--- src/aes256_ctr_stream_cipher_core_assert.svh ---
// assertion macros shared by the cipher modules
`ifndef AES256_CTR_STREAM_CIPHER_CORE_ASSERT_SVH
`define AES256_CTR_STREAM_CIPHER_CORE_ASSERT_SVH

// same-cycle implication, checked outside reset
`define A256C_ASSERT_IMP(lbl, ante, cons, msg) \
  lbl: assert property (@(posedge clk) disable iff (!rst_n) (ante) |-> (cons)) else $error(msg);

// next-cycle implication, checked outside reset
`define A256C_ASSERT_NXT(lbl, ante, cons, msg) \
  lbl: assert property (@(posedge clk) disable iff (!rst_n) (ante) |=> (cons)) else $error(msg);

`endif

--- src/a256c_pkg.sv ---
// types, tables and round functions for the aes-256 ctr cipher
`default_nettype none
package a256c_pkg;

  localparam int unsigned CFG_IDX_W = 3;
  localparam logic [CFG_IDX_W-1:0] REG_KEY0   = 3'd0;
  localparam logic [CFG_IDX_W-1:0] REG_KEY1   = 3'd1;
  localparam logic [CFG_IDX_W-1:0] REG_KEY2   = 3'd2;
  localparam logic [CFG_IDX_W-1:0] REG_KEY3   = 3'd3;
  localparam logic [CFG_IDX_W-1:0] REG_ENABLE = 3'd4;

  localparam logic [3:0] LAST_ROUND = 4'd14;
  localparam logic [3:0] LAST_POS   = 4'd15;

  typedef struct packed {
    logic       enc;
    logic [7:0] data;
    logic       last;
  } q_item_t;

  localparam logic [7:0] SBOX [0:255] = '{
    8'h63,8'h7c,8'h77,8'h7b,8'hf2,8'h6b,8'h6f,8'hc5,8'h30,8'h01,8'h67,8'h2b,8'hfe,8'hd7,8'hab,8'h76,
    8'hca,8'h82,8'hc9,8'h7d,8'hfa,8'h59,8'h47,8'hf0,8'had,8'hd4,8'ha2,8'haf,8'h9c,8'ha4,8'h72,8'hc0,
    8'hb7,8'hfd,8'h93,8'h26,8'h36,8'h3f,8'hf7,8'hcc,8'h34,8'ha5,8'he5,8'hf1,8'h71,8'hd8,8'h31,8'h15,
    8'h04,8'hc7,8'h23,8'hc3,8'h18,8'h96,8'h05,8'h9a,8'h07,8'h12,8'h80,8'he2,8'heb,8'h27,8'hb2,8'h75,
    8'h09,8'h83,8'h2c,8'h1a,8'h1b,8'h6e,8'h5a,8'ha0,8'h52,8'h3b,8'hd6,8'hb3,8'h29,8'he3,8'h2f,8'h84,
    8'h53,8'hd1,8'h00,8'hed,8'h20,8'hfc,8'hb1,8'h5b,8'h6a,8'hcb,8'hbe,8'h39,8'h4a,8'h4c,8'h58,8'hcf,
    8'hd0,8'hef,8'haa,8'hfb,8'h43,8'h4d,8'h33,8'h85,8'h45,8'hf9,8'h02,8'h7f,8'h50,8'h3c,8'h9f,8'ha8,
    8'h51,8'ha3,8'h40,8'h8f,8'h92,8'h9d,8'h38,8'hf5,8'hbc,8'hb6,8'hda,8'h21,8'h10,8'hff,8'hf3,8'hd2,
    8'hcd,8'h0c,8'h13,8'hec,8'h5f,8'h97,8'h44,8'h17,8'hc4,8'ha7,8'h7e,8'h3d,8'h64,8'h5d,8'h19,8'h73,
    8'h60,8'h81,8'h4f,8'hdc,8'h22,8'h2a,8'h90,8'h88,8'h46,8'hee,8'hb8,8'h14,8'hde,8'h5e,8'h0b,8'hdb,
    8'he0,8'h32,8'h3a,8'h0a,8'h49,8'h06,8'h24,8'h5c,8'hc2,8'hd3,8'hac,8'h62,8'h91,8'h95,8'he4,8'h79,
    8'he7,8'hc8,8'h37,8'h6d,8'h8d,8'hd5,8'h4e,8'ha9,8'h6c,8'h56,8'hf4,8'hea,8'h65,8'h7a,8'hae,8'h08,
    8'hba,8'h78,8'h25,8'h2e,8'h1c,8'ha6,8'hb4,8'hc6,8'he8,8'hdd,8'h74,8'h1f,8'h4b,8'hbd,8'h8b,8'h8a,
    8'h70,8'h3e,8'hb5,8'h66,8'h48,8'h03,8'hf6,8'h0e,8'h61,8'h35,8'h57,8'hb9,8'h86,8'hc1,8'h1d,8'h9e,
    8'he1,8'hf8,8'h98,8'h11,8'h69,8'hd9,8'h8e,8'h94,8'h9b,8'h1e,8'h87,8'he9,8'hce,8'h55,8'h28,8'hdf,
    8'h8c,8'ha1,8'h89,8'h0d,8'hbf,8'he6,8'h42,8'h68,8'h41,8'h99,8'h2d,8'h0f,8'hb0,8'h54,8'hbb,8'h16
  };

  // last entry never used by aes-256
  localparam logic [7:0] RCON [0:7] = '{
    8'h01, 8'h02, 8'h04, 8'h08, 8'h10, 8'h20, 8'h40, 8'h80
  };

  function automatic logic [7:0] xtime(input logic [7:0] a);
    return {a[6:0], 1'b0} ^ (a[7] ? 8'h1b : 8'h00);
  endfunction

  function automatic logic [31:0] sub_word(input logic [31:0] w);
    return {SBOX[w[31:24]], SBOX[w[23:16]], SBOX[w[15:8]], SBOX[w[7:0]]};
  endfunction

  // subbytes, shiftrows and (unless final) mixcolumns; byte 0 in the top bits
  function automatic logic [127:0] enc_round(input logic [127:0] s, input logic fin);
    logic [7:0]   t [16];
    logic [127:0] o;
    logic [7:0]   a0, a1, a2, a3, al;
    for (int c = 0; c < 4; c++) begin
      for (int r = 0; r < 4; r++) begin
        t[4*c+r] = SBOX[s[127-8*(4*((c+r)&3)+r) -: 8]];
      end
    end
    for (int c = 0; c < 4; c++) begin
      a0 = t[4*c];
      a1 = t[4*c+1];
      a2 = t[4*c+2];
      a3 = t[4*c+3];
      al = a0 ^ a1 ^ a2 ^ a3;
      if (fin) begin
        o[127-32*c -: 32] = {a0, a1, a2, a3};
      end else begin
        o[127-32*c -: 32] = {a0 ^ al ^ xtime(a0 ^ a1), a1 ^ al ^ xtime(a1 ^ a2),
                             a2 ^ al ^ xtime(a2 ^ a3), a3 ^ al ^ xtime(a3 ^ a0)};
      end
    end
    return o;
  endfunction

  // next eight words of the aes-256 key schedule
  function automatic logic [255:0] next_window(input logic [255:0] w, input logic [7:0] rc);
    logic [31:0] n [8];
    logic [31:0] t;
    t = w[31:0];
    n[0] = w[255:224] ^ {SBOX[t[23:16]] ^ rc, SBOX[t[15:8]], SBOX[t[7:0]], SBOX[t[31:24]]};
    n[1] = w[223:192] ^ n[0];
    n[2] = w[191:160] ^ n[1];
    n[3] = w[159:128] ^ n[2];
    n[4] = w[127:96]  ^ sub_word(n[3]);
    n[5] = w[95:64]   ^ n[4];
    n[6] = w[63:32]   ^ n[5];
    n[7] = w[31:0]    ^ n[6];
    return {n[0], n[1], n[2], n[3], n[4], n[5], n[6], n[7]};
  endfunction

endpackage
`default_nettype wire

--- src/a256c_front.sv ---
// input side: two-entry queue of tagged bytes
`default_nettype none
module a256c_front import a256c_pkg::*; (
  input  wire logic       clk,
  input  wire logic       rst_n,
  input  wire logic       in_valid,
  output logic            in_stall,
  input  wire logic [7:0] in_data_byte,
  input  wire logic       in_last_in,
  input  wire logic       enable,
  output logic            head_valid,
  output q_item_t         head_item,
  input  wire logic       head_pop
);

  q_item_t    ent_r [2];
  logic       wr_ptr_r, rd_ptr_r;
  logic [1:0] cnt_r, cnt_nxt;
  logic       push;

  assign in_stall   = (cnt_r == 2'd2);
  assign push       = in_valid && !in_stall;
  assign head_valid = (cnt_r != 2'd0);
  assign head_item  = ent_r[rd_ptr_r];

  always_comb begin
    cnt_nxt = cnt_r;
    if (push && !head_pop) begin
      cnt_nxt = cnt_r + 2'd1;
    end else if (!push && head_pop) begin
      cnt_nxt = cnt_r - 2'd1;
    end
  end

  always_ff @(posedge clk) begin
    if (!rst_n) begin
      wr_ptr_r <= 1'b0;
      rd_ptr_r <= 1'b0;
      cnt_r    <= 2'd0;
    end else begin
      cnt_r <= cnt_nxt;
      if (push) begin
        wr_ptr_r <= ~wr_ptr_r;
      end
      if (head_pop) begin
        rd_ptr_r <= ~rd_ptr_r;
      end
    end
  end

  // byte tagged with the mode it was taken in
  always_ff @(posedge clk) begin
    if (push) begin
      ent_r[wr_ptr_r] <= '{enc: enable, data: in_data_byte, last: in_last_in};
    end
  end

`include "aes256_ctr_stream_cipher_core_assert.svh"
  `A256C_ASSERT_IMP(a_pop_nonempty, head_pop, cnt_r != 2'd0, "pop from empty queue")
  `A256C_ASSERT_IMP(a_ptr_track, cnt_r == 2'd0 || cnt_r == 2'd2, wr_ptr_r == rd_ptr_r, "queue pointers out of step")

endmodule
`default_nettype wire

--- config.mk ---
export PLATFORM = sky130hd
export DESIGN_NAME = a256c_front
export DESIGN_NICKNAME = d
export VERILOG_FILES = /design/src/a256c_pkg.sv /design/src/a256c_front.sv
export VERILOG_INCLUDE_DIRS = /design/src /design/src/src
export SDC_FILE = /design/constraint.sdc
export NUM_CORES = 1
export LEC_CHECK = 0
export BUFFER_PORTS_ARGS = -buffer_cell sky130_fd_sc_hd__buf_2
export CORE_MARGIN = 2
export CORE_UTILIZATION = 49
export DETAILED_ROUTE_END_ITERATION = 6
export HOLD_SLACK_MARGIN = 0.1
export PLACE_DENSITY = 0.75
export SYNTH_ARGS = -nofsm -noshare
export SYNTH_HDL_FRONTEND = slang
export SYNTH_SLANG_ARGS = --single-unit
--- constraint.sdc ---
create_clock -name clk -period 2.1 [get_ports clk]
set_input_delay 0.21 -clock clk [delete_from_list [all_inputs] [get_ports clk]]
set_output_delay 0.21 -clock clk [all_outputs]
set_load 0.05 [all_outputs]
==> results.txt <==
----------------------------------------------------
[STA]
  Final number of setup-violating endpoints ... 0
  Crit share post-route ... about four fifths
  Headroom to the max-slew limit ... just under 70%
  Achievable frequency ... approximately 0.58 GHz
  Hold Fails Final Rpt ... 0
  Final setup skew ... 0.008293 ns
  Crit path time final ... 1.721 ns
  Total count of max-transition violations in the final report ... 0
  Transition at the pin with the smallest max-transition slack ... around 0.48 ns
  Summed negative setup slack over all endpoints ... 0 ns
  RSZ-0062 raised after global routing ... false

[Placement]
  Sum of net half-perimeters after detailed placement ... 1104 µm
  Buffers on Ports ... 25
  Final estimated routing congestion in global placement ... approximately 0.67

[Cells and area]
  Number of antenna diodes ... 0
  Most common cell after layout, fill and taps aside ... sky130_fd_sc_hd__buf_2
  Final core area utilization ... about 70%
  Ratio of cells with drive above 1 in the final layout ... between 40 and 50%
  Syn-to-layout area delta ... 29.84%
  NumNets Final ... about 110
  Number of filler instances in the final layout ... 141
  Most used cells in the layout excluding fill and tap cells ... 25 x sky130_fd_sc_hd__buf_2, 20 x sky130_fd_sc_hd__edfxtp_1, 10 x sky130_fd_sc_hd__dlygate4sd3_1, 8 x sky130_fd_sc_hd__mux2_2, 5 x sky130_fd_sc_hd__dfxtp_1

[Pwr]
  Total power divided by cell area ... around 940 nW/µm²
  Leakage ... approximately 0.5 nW
  Peak supply drop ... between 0.5 and 0.6 mV

[Logic synthesis]
  Biggest area contributors in the synthesized netlist ... sky130_fd_sc_hd__edfxtp_1 63%, sky130_fd_sc_hd__dfxtp_1 10%, sky130_fd_sc_hd__mux2_2 9.4%
  Syn. warnings ... 0
  Syn_nets ... 71
  Post-synth top area share ... between 60% and 70%
  Xor-xnor portion of the synthesized cell area ... under 10%
  Yosys top cell by area ... sky130_fd_sc_hd__edfxtp_1
  Flip-flop and latch count after synthesis ... 25
  Compound-Gate Fraction of Synth Area ... under 10%
  Largest family of logic cells by synthesized area ... multiplexers
  Post-synthesis instance area ... about 960 µm²
  Synthesized instance count ... 56
  Adder-cell share of the synthesized area ... under 10%
  Fraction of synthesized area in multiplexers ... about an eighth
  Simple-gate area share of the yosys netlist ... 6.283%
  Seq/Total Area, Yosys ... between 70 and 80%
  Avg Cell Area, Syn ... between 15 and 20 µm²
  Netlist cell types ... 21

[CTS]
  Clock insertion delay at the later pin of the skew report ... approximately 0.31 ns
  Inserted Clock Buffers ... 3
  Post_cts resized ... 0
  Clk sink count ... 25
  Deepest clock path buffer count ... 2
  Worst-path clk slew ... between 0.1 and 0.15 ns
  Root buffer cell ... sky130_fd_sc_hd__clkbuf_4
  Clock tree from TritonCTS ... done
  H-tree levels ... 1

[Detailed routing]
  Number of routed nets with antenna violations ... 0
  DRT iter0 DRCs ... 2
  Avg Vias per Cell ... around 5
  Via count ... around 580
  Length of the first detailed-routing pass in iterations ... 5
  Routed wirelength normalized by instance count ... ~13 µm
  # DRC ... 0
  Total wirelength of the detailed-routed design ... approximately 1600 µm

[GRT]
  Pin count of the biggest net entering global routing ... 14
  All-layer global routing usage ... ~16%
  Total congestion overflow after global routing ... 0
  Number of antenna violations at the first check in global routing ... 0
  Via count of the first global-routing pass ... 593
  First-pass GRT wire length ... ~2300 µm

[Critical path]
  Crit Reg-Reg Startpoint ... cnt_r[0]$_SDFFE_PN0P_
  Type of destination of the critical path ... primary output
  Critical-path cell list ... mux2_2 -> buf_2
  Reg2reg path depth ... 6
  CP bufs+invs ... 1
  Biggest fanout along the worst timing path ... 10
  Arrival time at the worst endpoint ... ~1.5 ns
  Type of the worst setup path ... flop to primary output
  Setup crit start kind ... flop
  Flop-to-flop setup slack ... 0.54 ns
  Endpoint of the worst register-to-register path ... cnt_r[1]$_SDFFE_PN0P_
  Critical-path top delay cell ... sky130_fd_sc_hd__dfxtp_1
  Worst stage delay on the critical path ... around 0.6 ns
  Crit path required time ... 1.89 ns
  Crit-path leading delay family ... flip-flops

[Flow run]
  Count of maximum capacitance violations ... 0

[Floorplanning]
  # rows ... 15
  Number of primary I/O pins ... 26
  Overall die height ... between 40 and 50 µm
  Effective utilization at floorplan ... between 50% and 60%
  Area of the core region ... around 1800 µm²
  Width of the die ... ~48 µm
  Die Area ... around 2300 µm²

[Hold path]
  Cell depth of the worst min-delay path ... 2
  Worst min-delay path category ... input pin to flop
  Startpoint of the lowest-slack hold path ... rst_n
  Worst min-delay path endpoint ... wr_ptr_r$_SDFFE_PN0N_

[Status]
  Run status ... complete, no violations

----------------------------------------------------
cell families after synthesis:
| kind of cell | count (synthesis) |
|---|---|
| buffers and inverters | 4 |
| xor gates and xnor gates | 3 |
| and+or+nand+nor | 9 |
| muxes | 10 |
| adders and majority gates | 1 |
| DFF | 25 |
| AOI/OAI and AO/OA | 4 |
sequential cells by signal (all words and copies together) (netlist names), named ones only:
| name | count |
|---|---|
| ent_r | 20 |
| cnt_r | 2 |
| rd_ptr_r | 1 |
| wr_ptr_r | 1 |
through the flow:
step	power, mW	worst slack (ns)	area [µm²]	hold slack [ns]	instances
finish	1.166	0.3787	1241	0.1430	120
global route	1.218	0.2966	1241	0.1544	120
CTS	1.175	0.3492	1241	0.1494	120
detailed placement	0.9633	0.5666	1115	0.4032	106
global placement	0.9525	0.6460	1115	0.3988	106
floorplan	0.8851	0.4746	955.9	0.3089	56
routing by layer:
layer | global-route usage, % | up-vias | wire length (µm)
li1 | - | 281 | -
met1 | 14.29 | 280 | 586
met3 | 4.074 | 4 | 75
met5 | 0 | - | 0
met2 | 30.79 | 18 | 880
met4 | 11.35 | 0 | 31
area by class of cell:
class	instances	area, µm²	share of cell area (%)
sequential	25	700.7	56.45
multi-input combinational	27	239.0	19.25
timing repair buffer	36	232.7	18.75
tap	25	31.28	2.520
clock buffer	4	26.28	2.117
inverter	3	11.26	0.9073
where the power goes:
group / switching [mW] / internal [mW] / total, mW
registers: 0.0277 / 0.596 / 0.623
clock network: 0.129 / 0.0741 / 0.203
logic: 0.225 / 0.115 / 0.340
repair_timing:
action / in CTS / in global routing
hold endpoints to repair: 20 / 0
hold buffers: 10 / 0
buffers inserted: 0 / 0
synth_stat cells, drive strengths merged:
cell type / count
inv: 3
mux2: 10
dfxtp: 5
or2: 1
o21ai: 1
or3: 1
o21a: 1
nor2: 1
a21boi: 2
nand2b: 1
xnor2: 1
buf: 1
and2: 3
xor2: 2
and3: 1
edfxtp: 20
nor3: 1
ha: 1
worst max path at each step:
| stage | startpoint | end | slack, ns | cells after the start |
|---|---|---|---|---|
| 6_report | flop | head_item[4] | 0.38 | 2 |
| 3_3_place_gp | cnt_r[0]$_SDFFE_PN0P_ | cnt_r[1]$_SDFFE_PN0P_ | 0.65 | 6 |
| 3_5_place_dp | cnt_r[0]$_SDFFE_PN0P_ | cnt_r[1]$_SDFFE_PN0P_ | 0.57 | 6 |
| 5_1_grt | flop | head_item[2] | 0.30 | 2 |
| 4_1_cts | flop | head_item[4] | 0.35 | 2 |
| 2_1_floorplan | cnt_r[0]$_SDFFE_PN0P_ | cnt_r[1]$_SDFFE_PN0P_ | 0.47 | 6 |
worst register-to-register path, cell delays in order, from the launching register on:
cell	delay [ns]
sky130_fd_sc_hd__dfxtp_1	0.37
sky130_fd_sc_hd__nand2b_2	0.21
sky130_fd_sc_hd__inv_2	0.08
sky130_fd_sc_hd__nor2_1	0.04
sky130_fd_sc_hd__ha_1	0.30
sky130_fd_sc_hd__or3_1	0.35
sky130_fd_sc_hd__a21boi_1	0.14
No activity file was read; power rests on OpenSTA's default activity.
